## config.mk

```make
export PLATFORM = sky130hd
export DESIGN_NAME = solar_thermal_plant_euler_step_core
export DESIGN_NICKNAME = d
export VERILOG_FILES = /design/src/hdl/ste_pkg.sv /design/src/hdl/ste_seq.sv /design/src/hdl/ste_dp.sv /design/src/hdl/solar_thermal_plant_euler_step_core.sv
export SDC_FILE = /design/constraint.sdc
export NUM_CORES = 2
export LEC_CHECK = 0
export ABC_AREA = 1
export BUFFER_PORTS_ARGS = -buffer_cell sky130_fd_sc_hd__buf_2
export CORE_MARGIN = 3
export CORE_UTILIZATION = 30
export CTS_CLUSTER_DIAMETER = 60
export CTS_CLUSTER_SIZE = 12
export DETAILED_ROUTE_END_ITERATION = 10
export PLACE_DENSITY_LB_ADDON = 0.05
export SLEW_MARGIN = 0
export SYNTH_ARGS = -nofsm -noshare
export SYNTH_HDL_FRONTEND = slang
export SYNTH_SLANG_ARGS = --single-unit
```

## constraint.sdc

```tcl
create_clock -name clk -period 11.3 [get_ports clk]
set_clock_uncertainty 0.1 [all_clocks]
set_input_delay 0.565 -clock clk [delete_from_list [all_inputs] [get_ports clk]]
set_output_delay 0.565 -clock clk [all_outputs]
set_load 0.05 [all_outputs]
```

## src/hdl/ste_pkg.sv

```systemverilog
// Package for the solar thermal plant Euler step core.
// Holds item, result, config and microcode types, datapath constants and the control ROM.
// No dependencies.
`default_nettype none

package ste_pkg;

  localparam int TEMP_W = 17;
  localparam int FLOW_W = 16;
  localparam int IRR_W  = 12;
  localparam int ACC_W  = 32;
  localparam int STEP_W = 4;

  localparam logic KIND_STEP = 1'b0;
  localparam logic KIND_LOAD = 1'b1;

  localparam logic signed [ACC_W-1:0] ONE_DEGREE = 32'sd256;
  localparam logic signed [ACC_W-1:0] TEMP_MAX   = 32'sd65535;
  localparam logic signed [ACC_W-1:0] TEMP_MIN   = -32'sd65536;
  localparam logic [TEMP_W-1:0] TEMP_MAX_CODE = 17'h0FFFF;
  localparam logic [TEMP_W-1:0] TEMP_MIN_CODE = 17'h10000;
  localparam logic [TEMP_W-1:0] TEMP_RESET    = 17'd5120;

  // multiplier A operand sources
  localparam logic [2:0] A_SLOPE = 3'd0;
  localparam logic [2:0] A_SOLAR = 3'd1;
  localparam logic [2:0] A_LOSS  = 3'd2;
  localparam logic [2:0] A_CXFER = 3'd3;
  localparam logic [2:0] A_TXFER = 3'd4;
  localparam logic [2:0] A_EVAP  = 3'd5;
  localparam logic [2:0] A_PROD  = 3'd6;

  // multiplier B operand sources
  localparam logic [2:0] B_TANK     = 3'd0;
  localparam logic [2:0] B_IRR      = 3'd1;
  localparam logic [2:0] B_AMB_DIFF = 3'd2;
  localparam logic [2:0] B_MF       = 3'd3;
  localparam logic [2:0] B_MWF      = 3'd4;
  localparam logic [2:0] B_DIFF     = 3'd5;
  localparam logic [2:0] B_HOT      = 3'd6;

  // accumulator operations
  localparam logic [2:0] ACC_NOP   = 3'd0;
  localparam logic [2:0] ACC_INIT  = 3'd1;
  localparam logic [2:0] ACC_C_ADD = 3'd2;
  localparam logic [2:0] ACC_C_SUB = 3'd3;
  localparam logic [2:0] ACC_T_ADD = 3'd4;
  localparam logic [2:0] ACC_T_SUB = 3'd5;

  // program end kinds
  localparam logic [1:0] FIN_NONE = 2'd0;
  localparam logic [1:0] FIN_STEP = 2'd1;
  localparam logic [1:0] FIN_LOAD = 2'd2;

  localparam logic [STEP_W-1:0] STEP_LOAD = 4'd11;

  typedef struct packed {
    logic [2:0]        a_sel;
    logic [2:0]        b_sel;
    logic [2:0]        acc_op;
    logic              lim_we;
    logic              mwf_we;
    logic              jmp_load;
    logic [STEP_W-1:0] target;
    logic [1:0]        fin;
  } ucode_t;

  typedef struct packed {
    ucode_t uc;
    logic   fire;
  } ctl_t;

  typedef struct packed {
    logic [31:0] solar_gain;
    logic [31:0] loss_gain;
    logic [31:0] collector_transfer_gain;
    logic [31:0] tank_transfer_gain;
    logic [31:0] evaporator_gain;
    logic [31:0] wf_limit_offset;
    logic [31:0] wf_limit_slope;
    logic [63:0] flow_limits;
  } cfg_t;

  typedef struct packed {
    logic              kind;
    logic [FLOW_W-1:0] fluid_flow;
    logic [FLOW_W-1:0] wf_flow;
    logic [IRR_W-1:0]  irradiance;
    logic [TEMP_W-1:0] ambient_temp;
    logic [TEMP_W-1:0] cold_temp;
    logic [TEMP_W-1:0] init_tank_temp;
    logic [TEMP_W-1:0] init_collector_temp;
  } item_t;

  typedef struct packed {
    logic [TEMP_W-1:0] tank_temp;
    logic [TEMP_W-1:0] collector_temp;
    logic [FLOW_W-1:0] fluid_flow_used;
    logic [FLOW_W-1:0] wf_flow_used;
    logic              saturated;
  } res_t;

  // Control program. Except while a finishing step stalls, the product register holds the previous step's product.
  function automatic ucode_t ucode_rom(input logic [STEP_W-1:0] step);
    ucode_t w;
    w = '0;
    unique case (step)
      4'd0: begin
        w.a_sel = A_SLOPE; w.b_sel = B_TANK; w.acc_op = ACC_INIT;
        w.jmp_load = 1'b1; w.target = STEP_LOAD;
      end
      4'd1: begin
        w.a_sel = A_SOLAR; w.b_sel = B_IRR; w.lim_we = 1'b1;
      end
      4'd2: begin
        w.a_sel = A_LOSS; w.b_sel = B_AMB_DIFF; w.acc_op = ACC_C_ADD; w.mwf_we = 1'b1;
      end
      4'd3: begin
        w.a_sel = A_CXFER; w.b_sel = B_MF; w.acc_op = ACC_C_SUB;
      end
      4'd4: begin
        w.a_sel = A_PROD; w.b_sel = B_DIFF;
      end
      4'd5: begin
        w.a_sel = A_TXFER; w.b_sel = B_MF; w.acc_op = ACC_C_SUB;
      end
      4'd6: begin
        w.a_sel = A_PROD; w.b_sel = B_DIFF;
      end
      4'd7: begin
        w.a_sel = A_EVAP; w.b_sel = B_MWF; w.acc_op = ACC_T_ADD;
      end
      4'd8: begin
        w.a_sel = A_PROD; w.b_sel = B_HOT;
      end
      4'd9: begin
        w.acc_op = ACC_T_SUB;
      end
      4'd10: begin
        w.fin = FIN_STEP;
      end
      STEP_LOAD: begin
        w.fin = FIN_LOAD;
      end
      default: begin
        w.fin = FIN_NONE;
      end
    endcase
    return w;
  endfunction

endpackage

`default_nettype wire

```

## src/hdl/ste_seq.sv

```systemverilog
// Microcode sequencer: step counter, control ROM lookup and jump logic.
// Depends on ste_pkg.
`default_nettype none

module ste_seq (
  input  wire logic          clk,
  input  wire logic          rst,
  input  wire logic          start,
  input  wire logic          is_load,
  input  wire logic          out_free,
  output ste_pkg::ctl_t      ctl,
  output logic               busy
);

  logic [ste_pkg::STEP_W-1:0] step;
  ste_pkg::ucode_t            uc;
  logic                       stall;

  always_comb begin
    uc = ste_pkg::ucode_rom(step);
    // a finishing step waits until the output register can take the result
    stall = (uc.fin != ste_pkg::FIN_NONE) && !out_free;
    ctl.uc = uc;
    ctl.fire = busy && !stall;
  end

  always_ff @(posedge clk) begin
    if (rst) begin
      busy <= 1'b0;
      step <= '0;
    end else if (!busy) begin
      if (start) begin
        busy <= 1'b1;
        step <= '0;
      end
    end else if (ctl.fire) begin
      if (uc.fin != ste_pkg::FIN_NONE) begin
        busy <= 1'b0;
        step <= '0;
      end else if (uc.jmp_load && is_load) begin
        step <= uc.target;
      end else begin
        step <= step + 1'b1;
      end
    end
  end

endmodule

`default_nettype wire

```

## src/hdl/ste_dp.sv

```systemverilog
// Datapath: shared multiplier with product register, accumulators, flow clamps,
// plant state and final floor/saturate. Driven by the control word from ste_seq.
// Depends on ste_pkg.
`default_nettype none

module ste_dp (
  input  wire logic          clk,
  input  wire logic          rst,
  input  wire ste_pkg::ctl_t ctl,
  input  wire ste_pkg::cfg_t cfg,
  input  wire ste_pkg::item_t item,
  output ste_pkg::res_t      res
);

  logic signed [54:0] prod;
  logic signed [36:0] mul_a;
  logic signed [17:0] mul_b;

  logic signed [16:0] tank;
  logic signed [16:0] coll;
  logic signed [31:0] acc_c;
  logic signed [31:0] acc_t;
  logic signed [33:0] lim;
  logic [15:0]        mf;
  logic [15:0]        mwf;

  logic [17:0]        diff;
  logic [17:0]        amb_diff;
  logic [17:0]        hot_raw;
  logic [17:0]        hot;
  logic signed [31:0] sh24;

  logic [15:0]        fmin, fmax, wmin, wmax;
  logic signed [33:0] wmin_s, wmax_s;
  logic [15:0]        safe;
  logic [15:0]        mf_next;
  logic [15:0]        mwf_next;

  logic signed [31:0] tank_floor, coll_floor;
  logic signed [31:0] tank_fl, coll_fl;
  logic               sat;
  logic [16:0]        tank_out, coll_out;

  always_comb begin
    diff     = {coll[16], coll} - {tank[16], tank};
    amb_diff = {coll[16], coll} - {item.ambient_temp[16], item.ambient_temp};
    hot_raw  = {tank[16], tank} - {item.cold_temp[16], item.cold_temp};
    hot      = hot_raw[17] ? '0 : hot_raw;
    // floor(product / 2^24)
    sh24     = {prod[54], prod[54:24]};
  end

  always_comb begin
    unique case (ctl.uc.a_sel)
      ste_pkg::A_SLOPE: mul_a = {{5{cfg.wf_limit_slope[31]}}, cfg.wf_limit_slope};
      ste_pkg::A_SOLAR: mul_a = {5'b0, cfg.solar_gain};
      ste_pkg::A_LOSS:  mul_a = {5'b0, cfg.loss_gain};
      ste_pkg::A_CXFER: mul_a = {5'b0, cfg.collector_transfer_gain};
      ste_pkg::A_TXFER: mul_a = {5'b0, cfg.tank_transfer_gain};
      ste_pkg::A_EVAP:  mul_a = {5'b0, cfg.evaporator_gain};
      // effective gain = gain * flow / 4096
      ste_pkg::A_PROD:  mul_a = {1'b0, prod[47:12]};
      default:          mul_a = '0;
    endcase
    unique case (ctl.uc.b_sel)
      ste_pkg::B_TANK:     mul_b = {tank[16], tank};
      ste_pkg::B_IRR:      mul_b = {6'b0, item.irradiance};
      ste_pkg::B_AMB_DIFF: mul_b = amb_diff;
      ste_pkg::B_MF:       mul_b = {2'b0, mf};
      ste_pkg::B_MWF:      mul_b = {2'b0, mwf};
      ste_pkg::B_DIFF:     mul_b = diff;
      ste_pkg::B_HOT:      mul_b = hot;
      default:             mul_b = '0;
    endcase
  end

  always_comb begin
    fmin   = cfg.flow_limits[15:0];
    fmax   = cfg.flow_limits[31:16];
    wmin   = cfg.flow_limits[47:32];
    wmax   = cfg.flow_limits[63:48];
    wmin_s = {18'b0, wmin};
    wmax_s = {18'b0, wmax};

    if (item.fluid_flow < fmin)      mf_next = fmin;
    else if (item.fluid_flow > fmax) mf_next = fmax;
    else                             mf_next = item.fluid_flow;

    // pressure limit bounded to the wf range, then used as the upper clamp
    if (lim < wmin_s)      safe = wmin;
    else if (lim > wmax_s) safe = wmax;
    else                   safe = lim[15:0];

    if (item.wf_flow < wmin)      mwf_next = wmin;
    else if (item.wf_flow > safe) mwf_next = safe;
    else                          mwf_next = item.wf_flow;
  end

  always_comb begin
    tank_floor = {{15{item.cold_temp[16]}}, item.cold_temp} + ste_pkg::ONE_DEGREE;
    coll_floor = {{15{item.ambient_temp[16]}}, item.ambient_temp};
    tank_fl    = (acc_t < tank_floor) ? tank_floor : acc_t;
    coll_fl    = (acc_c < coll_floor) ? coll_floor : acc_c;
    sat = (tank_fl > ste_pkg::TEMP_MAX) || (tank_fl < ste_pkg::TEMP_MIN) ||
          (coll_fl > ste_pkg::TEMP_MAX) || (coll_fl < ste_pkg::TEMP_MIN);

    if (tank_fl > ste_pkg::TEMP_MAX)      tank_out = ste_pkg::TEMP_MAX_CODE;
    else if (tank_fl < ste_pkg::TEMP_MIN) tank_out = ste_pkg::TEMP_MIN_CODE;
    else                                  tank_out = tank_fl[16:0];
    if (coll_fl > ste_pkg::TEMP_MAX)      coll_out = ste_pkg::TEMP_MAX_CODE;
    else if (coll_fl < ste_pkg::TEMP_MIN) coll_out = ste_pkg::TEMP_MIN_CODE;
    else                                  coll_out = coll_fl[16:0];

    if (ctl.uc.fin == ste_pkg::FIN_LOAD) begin
      res.tank_temp       = item.init_tank_temp;
      res.collector_temp  = item.init_collector_temp;
      res.fluid_flow_used = '0;
      res.wf_flow_used    = '0;
      res.saturated       = 1'b0;
    end else begin
      res.tank_temp       = tank_out;
      res.collector_temp  = coll_out;
      res.fluid_flow_used = mf;
      res.wf_flow_used    = mwf;
      res.saturated       = sat;
    end
  end

  // datapath registers
  always_ff @(posedge clk) begin
    prod <= mul_a * mul_b;
    if (ctl.fire) begin
      case (ctl.uc.acc_op)
        ste_pkg::ACC_INIT: begin
          acc_c <= {{15{coll[16]}}, coll};
          acc_t <= {{15{tank[16]}}, tank};
          mf    <= mf_next;
        end
        ste_pkg::ACC_C_ADD: acc_c <= acc_c + sh24;
        ste_pkg::ACC_C_SUB: acc_c <= acc_c - sh24;
        ste_pkg::ACC_T_ADD: acc_t <= acc_t + sh24;
        ste_pkg::ACC_T_SUB: acc_t <= acc_t - sh24;
        default: begin
        end
      endcase
      if (ctl.uc.lim_we) begin
        lim <= {{2{cfg.wf_limit_offset[31]}}, cfg.wf_limit_offset} - {prod[48], prod[48:16]};
      end
      if (ctl.uc.mwf_we) begin
        mwf <= mwf_next;
      end
    end
  end

  // plant state
  always_ff @(posedge clk) begin
    if (rst) begin
      tank <= ste_pkg::TEMP_RESET;
      coll <= ste_pkg::TEMP_RESET;
    end else if (ctl.fire && ctl.uc.fin != ste_pkg::FIN_NONE) begin
      tank <= res.tank_temp;
      coll <= res.collector_temp;
    end
  end

endmodule

`default_nettype wire

```

## src/hdl/solar_thermal_plant_euler_step_core.sv

```systemverilog
// Solar thermal plant Euler step core: top level with APB registers, stream ports,
// input capture and output register. Depends on ste_pkg, ste_seq and ste_dp.
//
// Usage:
//   Input items arrive on s_tvalid/s_tready/s_tdata/s_tuser. s_tuser is the item
//   kind: step (0) advances the plant one Euler step, load (1) sets both
//   temperatures. Each item gives exactly one result on m_tvalid/m_tready/m_tdata.
//   Timing: a step item runs an 11-step microprogram on one shared multiplier
//   (one product per cycle); a load item runs two steps. s_tready is low while
//   a program runs, so the next item is accepted only once the current one ends.
//   The result sits in an output register; the next item is accepted while it
//   waits. If m_tready stays low, the finishing step of the next item holds
//   until the register frees, and s_tready stays low meanwhile.
//   Reset: both temperatures return to 20 degrees C, registers to their defaults,
//   no result pending. Registers are written over APB at 8*index; the user must
//   write them only while idle, as the block itself does not enforce it.
`default_nettype none

module solar_thermal_plant_euler_step_core (
  input  wire logic        clk,
  input  wire logic        rst,
  // config port
  input  wire logic        psel,
  input  wire logic        penable,
  input  wire logic        pwrite,
  input  wire logic [5:0]  paddr,
  input  wire logic [63:0] pwdata,
  output logic      [63:0] prdata,
  output logic             pready,
  // input items
  input  wire logic         s_tvalid,
  output logic              s_tready,
  // fluid_flow[15:0], wf_flow[31:16], irradiance[43:32], ambient_temp[60:44],
  // cold_temp[77:61], init_tank_temp[94:78], init_collector_temp[111:95]
  input  wire logic [111:0] s_tdata,
  // kind[0]
  input  wire logic         s_tuser,
  // results
  output logic              m_tvalid,
  input  wire logic         m_tready,
  // tank_temp[16:0], collector_temp[33:17], fluid_flow_used[49:34],
  // wf_flow_used[65:50], saturated[66], zero[71:67]
  output logic [71:0]       m_tdata
);

  localparam logic [2:0] REG_SOLAR_GAIN  = 3'd0;
  localparam logic [2:0] REG_LOSS_GAIN   = 3'd1;
  localparam logic [2:0] REG_CXFER_GAIN  = 3'd2;
  localparam logic [2:0] REG_TXFER_GAIN  = 3'd3;
  localparam logic [2:0] REG_EVAP_GAIN   = 3'd4;
  localparam logic [2:0] REG_WF_OFFSET   = 3'd5;
  localparam logic [2:0] REG_WF_SLOPE    = 3'd6;
  localparam logic [2:0] REG_FLOW_LIMITS = 3'd7;

  localparam logic [31:0] WF_OFFSET_RESET   = 32'd65535;
  localparam logic [63:0] FLOW_LIMITS_RESET = 64'hFFFF_0000_FFFF_0000;

  ste_pkg::cfg_t  cfg;
  ste_pkg::item_t item;
  ste_pkg::res_t  res;
  ste_pkg::res_t  res_q;
  ste_pkg::ctl_t  ctl;
  logic           busy;
  logic           start;
  logic           out_free;
  logic           res_load;
  logic           wr;
  logic [2:0]     reg_idx;

  assign pready   = 1'b1;
  assign reg_idx  = paddr[5:3];
  assign wr       = psel && penable && pwrite && pready;
  assign s_tready = !busy;
  assign start    = s_tvalid && s_tready;
  assign out_free = !m_tvalid || m_tready;
  assign res_load = ctl.fire && (ctl.uc.fin != ste_pkg::FIN_NONE);
  assign m_tdata  = {5'b0, res_q.saturated, res_q.wf_flow_used, res_q.fluid_flow_used,
                     res_q.collector_temp, res_q.tank_temp};

  always_ff @(posedge clk) begin
    if (rst) begin
      cfg.solar_gain              <= '0;
      cfg.loss_gain               <= '0;
      cfg.collector_transfer_gain <= '0;
      cfg.tank_transfer_gain      <= '0;
      cfg.evaporator_gain         <= '0;
      cfg.wf_limit_offset         <= WF_OFFSET_RESET;
      cfg.wf_limit_slope          <= '0;
      cfg.flow_limits             <= FLOW_LIMITS_RESET;
    end else if (wr) begin
      unique case (reg_idx)
        REG_SOLAR_GAIN:  cfg.solar_gain              <= pwdata[31:0];
        REG_LOSS_GAIN:   cfg.loss_gain               <= pwdata[31:0];
        REG_CXFER_GAIN:  cfg.collector_transfer_gain <= pwdata[31:0];
        REG_TXFER_GAIN:  cfg.tank_transfer_gain      <= pwdata[31:0];
        REG_EVAP_GAIN:   cfg.evaporator_gain         <= pwdata[31:0];
        REG_WF_OFFSET:   cfg.wf_limit_offset         <= pwdata[31:0];
        REG_WF_SLOPE:    cfg.wf_limit_slope          <= pwdata[31:0];
        REG_FLOW_LIMITS: cfg.flow_limits             <= pwdata;
        default: begin
        end
      endcase
    end
  end

  always_comb begin
    unique case (reg_idx)
      REG_SOLAR_GAIN:  prdata = {32'b0, cfg.solar_gain};
      REG_LOSS_GAIN:   prdata = {32'b0, cfg.loss_gain};
      REG_CXFER_GAIN:  prdata = {32'b0, cfg.collector_transfer_gain};
      REG_TXFER_GAIN:  prdata = {32'b0, cfg.tank_transfer_gain};
      REG_EVAP_GAIN:   prdata = {32'b0, cfg.evaporator_gain};
      REG_WF_OFFSET:   prdata = {32'b0, cfg.wf_limit_offset};
      REG_WF_SLOPE:    prdata = {32'b0, cfg.wf_limit_slope};
      REG_FLOW_LIMITS: prdata = cfg.flow_limits;
      default:         prdata = '0;
    endcase
  end

  // input capture; held for the whole program
  always_ff @(posedge clk) begin
    if (start) begin
      item.kind                <= s_tuser;
      item.fluid_flow          <= s_tdata[15:0];
      item.wf_flow             <= s_tdata[31:16];
      item.irradiance          <= s_tdata[43:32];
      item.ambient_temp        <= s_tdata[60:44];
      item.cold_temp           <= s_tdata[77:61];
      item.init_tank_temp      <= s_tdata[94:78];
      item.init_collector_temp <= s_tdata[111:95];
    end
  end

  // output register
  always_ff @(posedge clk) begin
    if (rst) begin
      m_tvalid <= 1'b0;
    end else if (res_load) begin
      m_tvalid <= 1'b1;
    end else if (m_tready) begin
      m_tvalid <= 1'b0;
    end
  end

  always_ff @(posedge clk) begin
    if (res_load) begin
      res_q <= res;
    end
  end

  ste_seq u_seq (
    .clk      (clk),
    .rst      (rst),
    .start    (start),
    .is_load  (item.kind == ste_pkg::KIND_LOAD),
    .out_free (out_free),
    .ctl      (ctl),
    .busy     (busy)
  );

  ste_dp u_dp (
    .clk  (clk),
    .rst  (rst),
    .ctl  (ctl),
    .cfg  (cfg),
    .item (item),
    .res  (res)
  );

endmodule

`default_nettype wire
```

==> results.sh <==
export IMPL_slew_limit_headroom_pct=2.750
export IMPL_io_pins=329
export IMPL_grt_ovfl_total=0
export IMPL_synthFlopType="dfxtp_1"
export IMPL_remaining_drc_errors=0
export IMPL_drv_cap=0
export IMPL_place_ws_ps=623.0
export IMPL_power_density_mw_per_mm2=139.0
export IMPL_yosys_warnings=0
export IMPL_viasPerCell=5.006
export IMPL_ff2ff_path_depth=36
export IMPL_cts_sinks=681
export IMPL_hp_start="pwdata[34]"
export IMPL_setup_viol=0
export IMPL_synth_distinct_cells=71
export IMPL_slowest_delay_ps=990
export IMPL_cts_resized=0
export IMPL_synth_area_leaders="fa_1, edfxtp_1, dfxtp_1, inv_1, nand2_1"
export IMPL_worst_slack_ps=591.8
export IMPL_holdPathStages=3
export IMPL_cts_root_buffer="clkbuf_16"
export IMPL_antenna_found_initial=14
export IMPL_crit_top_cell="fa_1"
export IMPL_cts_path_max_buffers=3
export IMPL_numCtsBuffers=95
export IMPL_cts_tree="done"
export IMPL_totalWireLength_mm=270.0
export IMPL_drt_initial_drc_count=4872
export IMPL_die_area_mm2=0.2155
export IMPL_cts_setup_buffers=0
export IMPL_port_buffer_count=319
export IMPL_gp_congestion=0.9127
export IMPL_layout_drive_gt1_share_pct=8.871
export IMPL_synth_most_common_cell="inv_1"
export IMPL_cp_data_arrival_time_ps=11190
export IMPL_grt_max_degree=103
export IMPL_power_mw=10.10
export IMPL_setup_tns_ps=0
export IMPL_synth_edf_count=310
export IMPL_tightest_slew_ps=1459
export IMPL_rsz0062_at_grt="no"
export IMPL_rr_endpoint="u_dp.prod[53]"
export IMPL_start_util_pct=30.30
export IMPL_maxSlewViolCount=0
export IMPL_synth_seq_area_share_pct=26.57
export IMPL_syn2layout_area_growth_pct=15.40
export IMPL_fmax_mhz=93.39
export IMPL_syn_inst=7921
export IMPL_startpoint_type="flip-flop"
export IMPL_crit_required_ps=11780
export IMPL_critPathKind="flip-flop to flip-flop"
export IMPL_synth_top_area_share_pct=20.24
export IMPL_core_mm2=0.2079
export IMPL_hold_class="primary input to flip-flop"
export IMPL_layout_nets=9539
export IMPL_pwr_share_clk_pct=30.7
export IMPL_internal_power_mw=5.823
export IMPL_insertion_delay_ps=730
export IMPL_synthArstFlopShare_pct=0
export IMPL_crit_slowest_cell="a2111oi_0"
export IMPL_p_comb_share_pct=40.5
export IMPL_p_seq_share_pct=28.8
export IMPL_switchingPower_mw=4.282
export IMPL_r2r_start="u_seq.step[0]"
export IMPL_fin_crit_ps=10710
export IMPL_grt_pass1_vias=56780
export IMPL_cts_clk_slew_worst_paths_ps=60
export IMPL_place_hpwl_mm=216.3
export IMPL_status="finished clean"
export IMPL_yosysTopAreaCell="fa_1"
export IMPL_grt_pass1_wl_mm=394.3
export IMPL_whs_endpoint="cfg[34]"
export IMPL_finalHoldViolations=0
export IMPL_ys_seq_elements=681
export IMPL_synth_common_cells="inv_1, nand2_1, nor2_1"
export IMPL_synth_cell_area_mm2=0.06299
export IMPL_synth_avg_cell_area_um2=7.952
export IMPL_worstSetupEndpointType="flip-flop"
export IMPL_dieHeight_um=464.2
export IMPL_p_leak_nw=33.24
export IMPL_p_sw_share_pct=42.37
export IMPL_die_width_um=464.2
export IMPL_rows=167
export IMPL_fin_crit_sh_pct=94.76
export IMPL_grtUsageTotal_pct=24.71
export IMPL_routed_via_count=55920
export IMPL_htreeDepth=3
export IMPL_avgRoutedWirePerCell_um=24.17
export IMPL_ir_drop_v=0.0001053
export IMPL_r2r_slack_ps=590
export IMPL_first_pass_iters=6
export IMPL_critical_path_peak_fanout=33
export IMPL_drtAntennaViolNets=0
## timing repair
action	CTS	global route
hold buffers	136	0
setup endpoints to repair	0	0
endpoints found under the hold margin	136	0
## sequential cells by signal, indices dropped and copies added, names as in the netlist
signal      cells
cfg           288
u_dp.mwf       16
m_tdata        67
u_dp.mf        16
u_seq.step      4
u_seq.busy      1
u_dp.prod      43
u_dp.acc_c     32
u_dp.tank      17
u_dp.lim       34
item          113
m_tvalid        1
u_dp.acc_t     32
u_dp.coll      17
## layer usage
layer / routed length [µm] / up-vias / global-route usage [%] / share of wire [%]
li1: - / 26300 / - / -
met2: 115900 / 1598 / 37.80 / 43
met5: 34 / - / 0 / 0.013
met4: 8720 / 4 / 7.113 / 3.2
met3: 14660 / 266 / 2.898 / 5.4
met1: 130700 / 27750 / 36.40 / 48
## how the worst max path moves through the flow
stage | start | to | slack (ps)
2_1_floorplan | u_seq.step[0] | u_dp.prod[44] | 2760
3_3_place_gp | u_seq.step[0] | u_dp.prod[53] | 830
3_5_place_dp | u_seq.step[0] | u_dp.prod[53] | 620
4_1_cts | u_seq.step[0] | u_dp.prod[53] | 580
5_1_grt | u_seq.step[0] | u_dp.prod[53] | 70
6_report | u_seq.step[0] | u_dp.prod[53] | 590
## logic make-up (layout without fill, tap and decap cells)
| family | Yosys count | in the layout | synth area share (%) |
|---|---|---|---|
| other cells | 2 | 12 | 0.01192 |
| buf+inv | 1799 | 2250 | 10.97 |
| xor+xnor | 156 | 156 | 2.169 |
| simple gates | 2562 | 2562 | 16.88 |
| flops | 681 | 681 | 26.57 |
| compound gates | 1668 | 1668 | 14.89 |
| fa+ha+maj | 1053 | 1053 | 28.51 |
## layout by cell type (no fill, tap or decap), types with 60 or more instances in the layout
| master | synthesis | layout |
|---|---|---|
| nand2_1 | 1410 | 1409 |
| xor2_1 | 109 | 109 |
| fa_1 | 637 | 637 |
| buf_2 | 76 | 319 |
| nor2_1 | 680 | 671 |
| buf_4 | 15 | 123 |
| o22ai_1 | 110 | 110 |
| a221oi_1 | 70 | 70 |
| inv_1 | 1447 | 1445 |
| clkbuf_16 | 0 | 96 |
| o211ai_1 | 60 | 60 |
| a21oi_1 | 619 | 618 |
| nand3_1 | 208 | 206 |
| dfxtp_1 | 371 | 371 |
| dlygate4sd3_1 | 0 | 136 |
| ha_1 | 416 | 416 |
| edfxtp_1 | 310 | 310 |
| o21ai_0 | 634 | 633 |
## power groups by stage
stage | combinational, mW | clock, mW | sequential (mW)
after floorplan | 2.61 | 0 | 2.87
after global placement | 4.05 | 0 | 2.96
after detailed placement | 4.05 | 0 | 2.96
after CTS | 4.11 | 3.17 | 2.91
after global routing | 4.55 | 3.27 | 2.92
final | 4.10 | 3.10 | 2.91
## worst max-delay path: cells and delay by family, from the launching register on
kind	cells	cell delay, ps
flops	1	410
xor+xnor	1	180
compound gates	2	1120
buf+inv	8	1480
simple gates	15	2830
fa+ha+maj	10	4420
## through the flow
stage          instances  area (µm²)  util (%)  hold WS (ps)
6_report           11170       72690     34.96         55.65
5_1_grt            11170       72680     34.96         45.99
4_1_cts            11160       72680     34.96         7.749
3_5_place_dp       10850       68100     32.76         360.9
3_3_place_gp       10850       68100     32.76         354.6
2_1_floorplan       7925       63010         -         338.8
## layout make-up
class,count,area (µm²)
clock inverter,52,613.1
inverter,1488,5590
tap,2788,3488
multi-input combinational,5445,39630
clock buffer,125,2601
sequential,681,16740
timing repair buffer,585,4021
fill,22200,135200
antenna,6,15.01
Note: power is estimated with default switching activity, not from simulation.
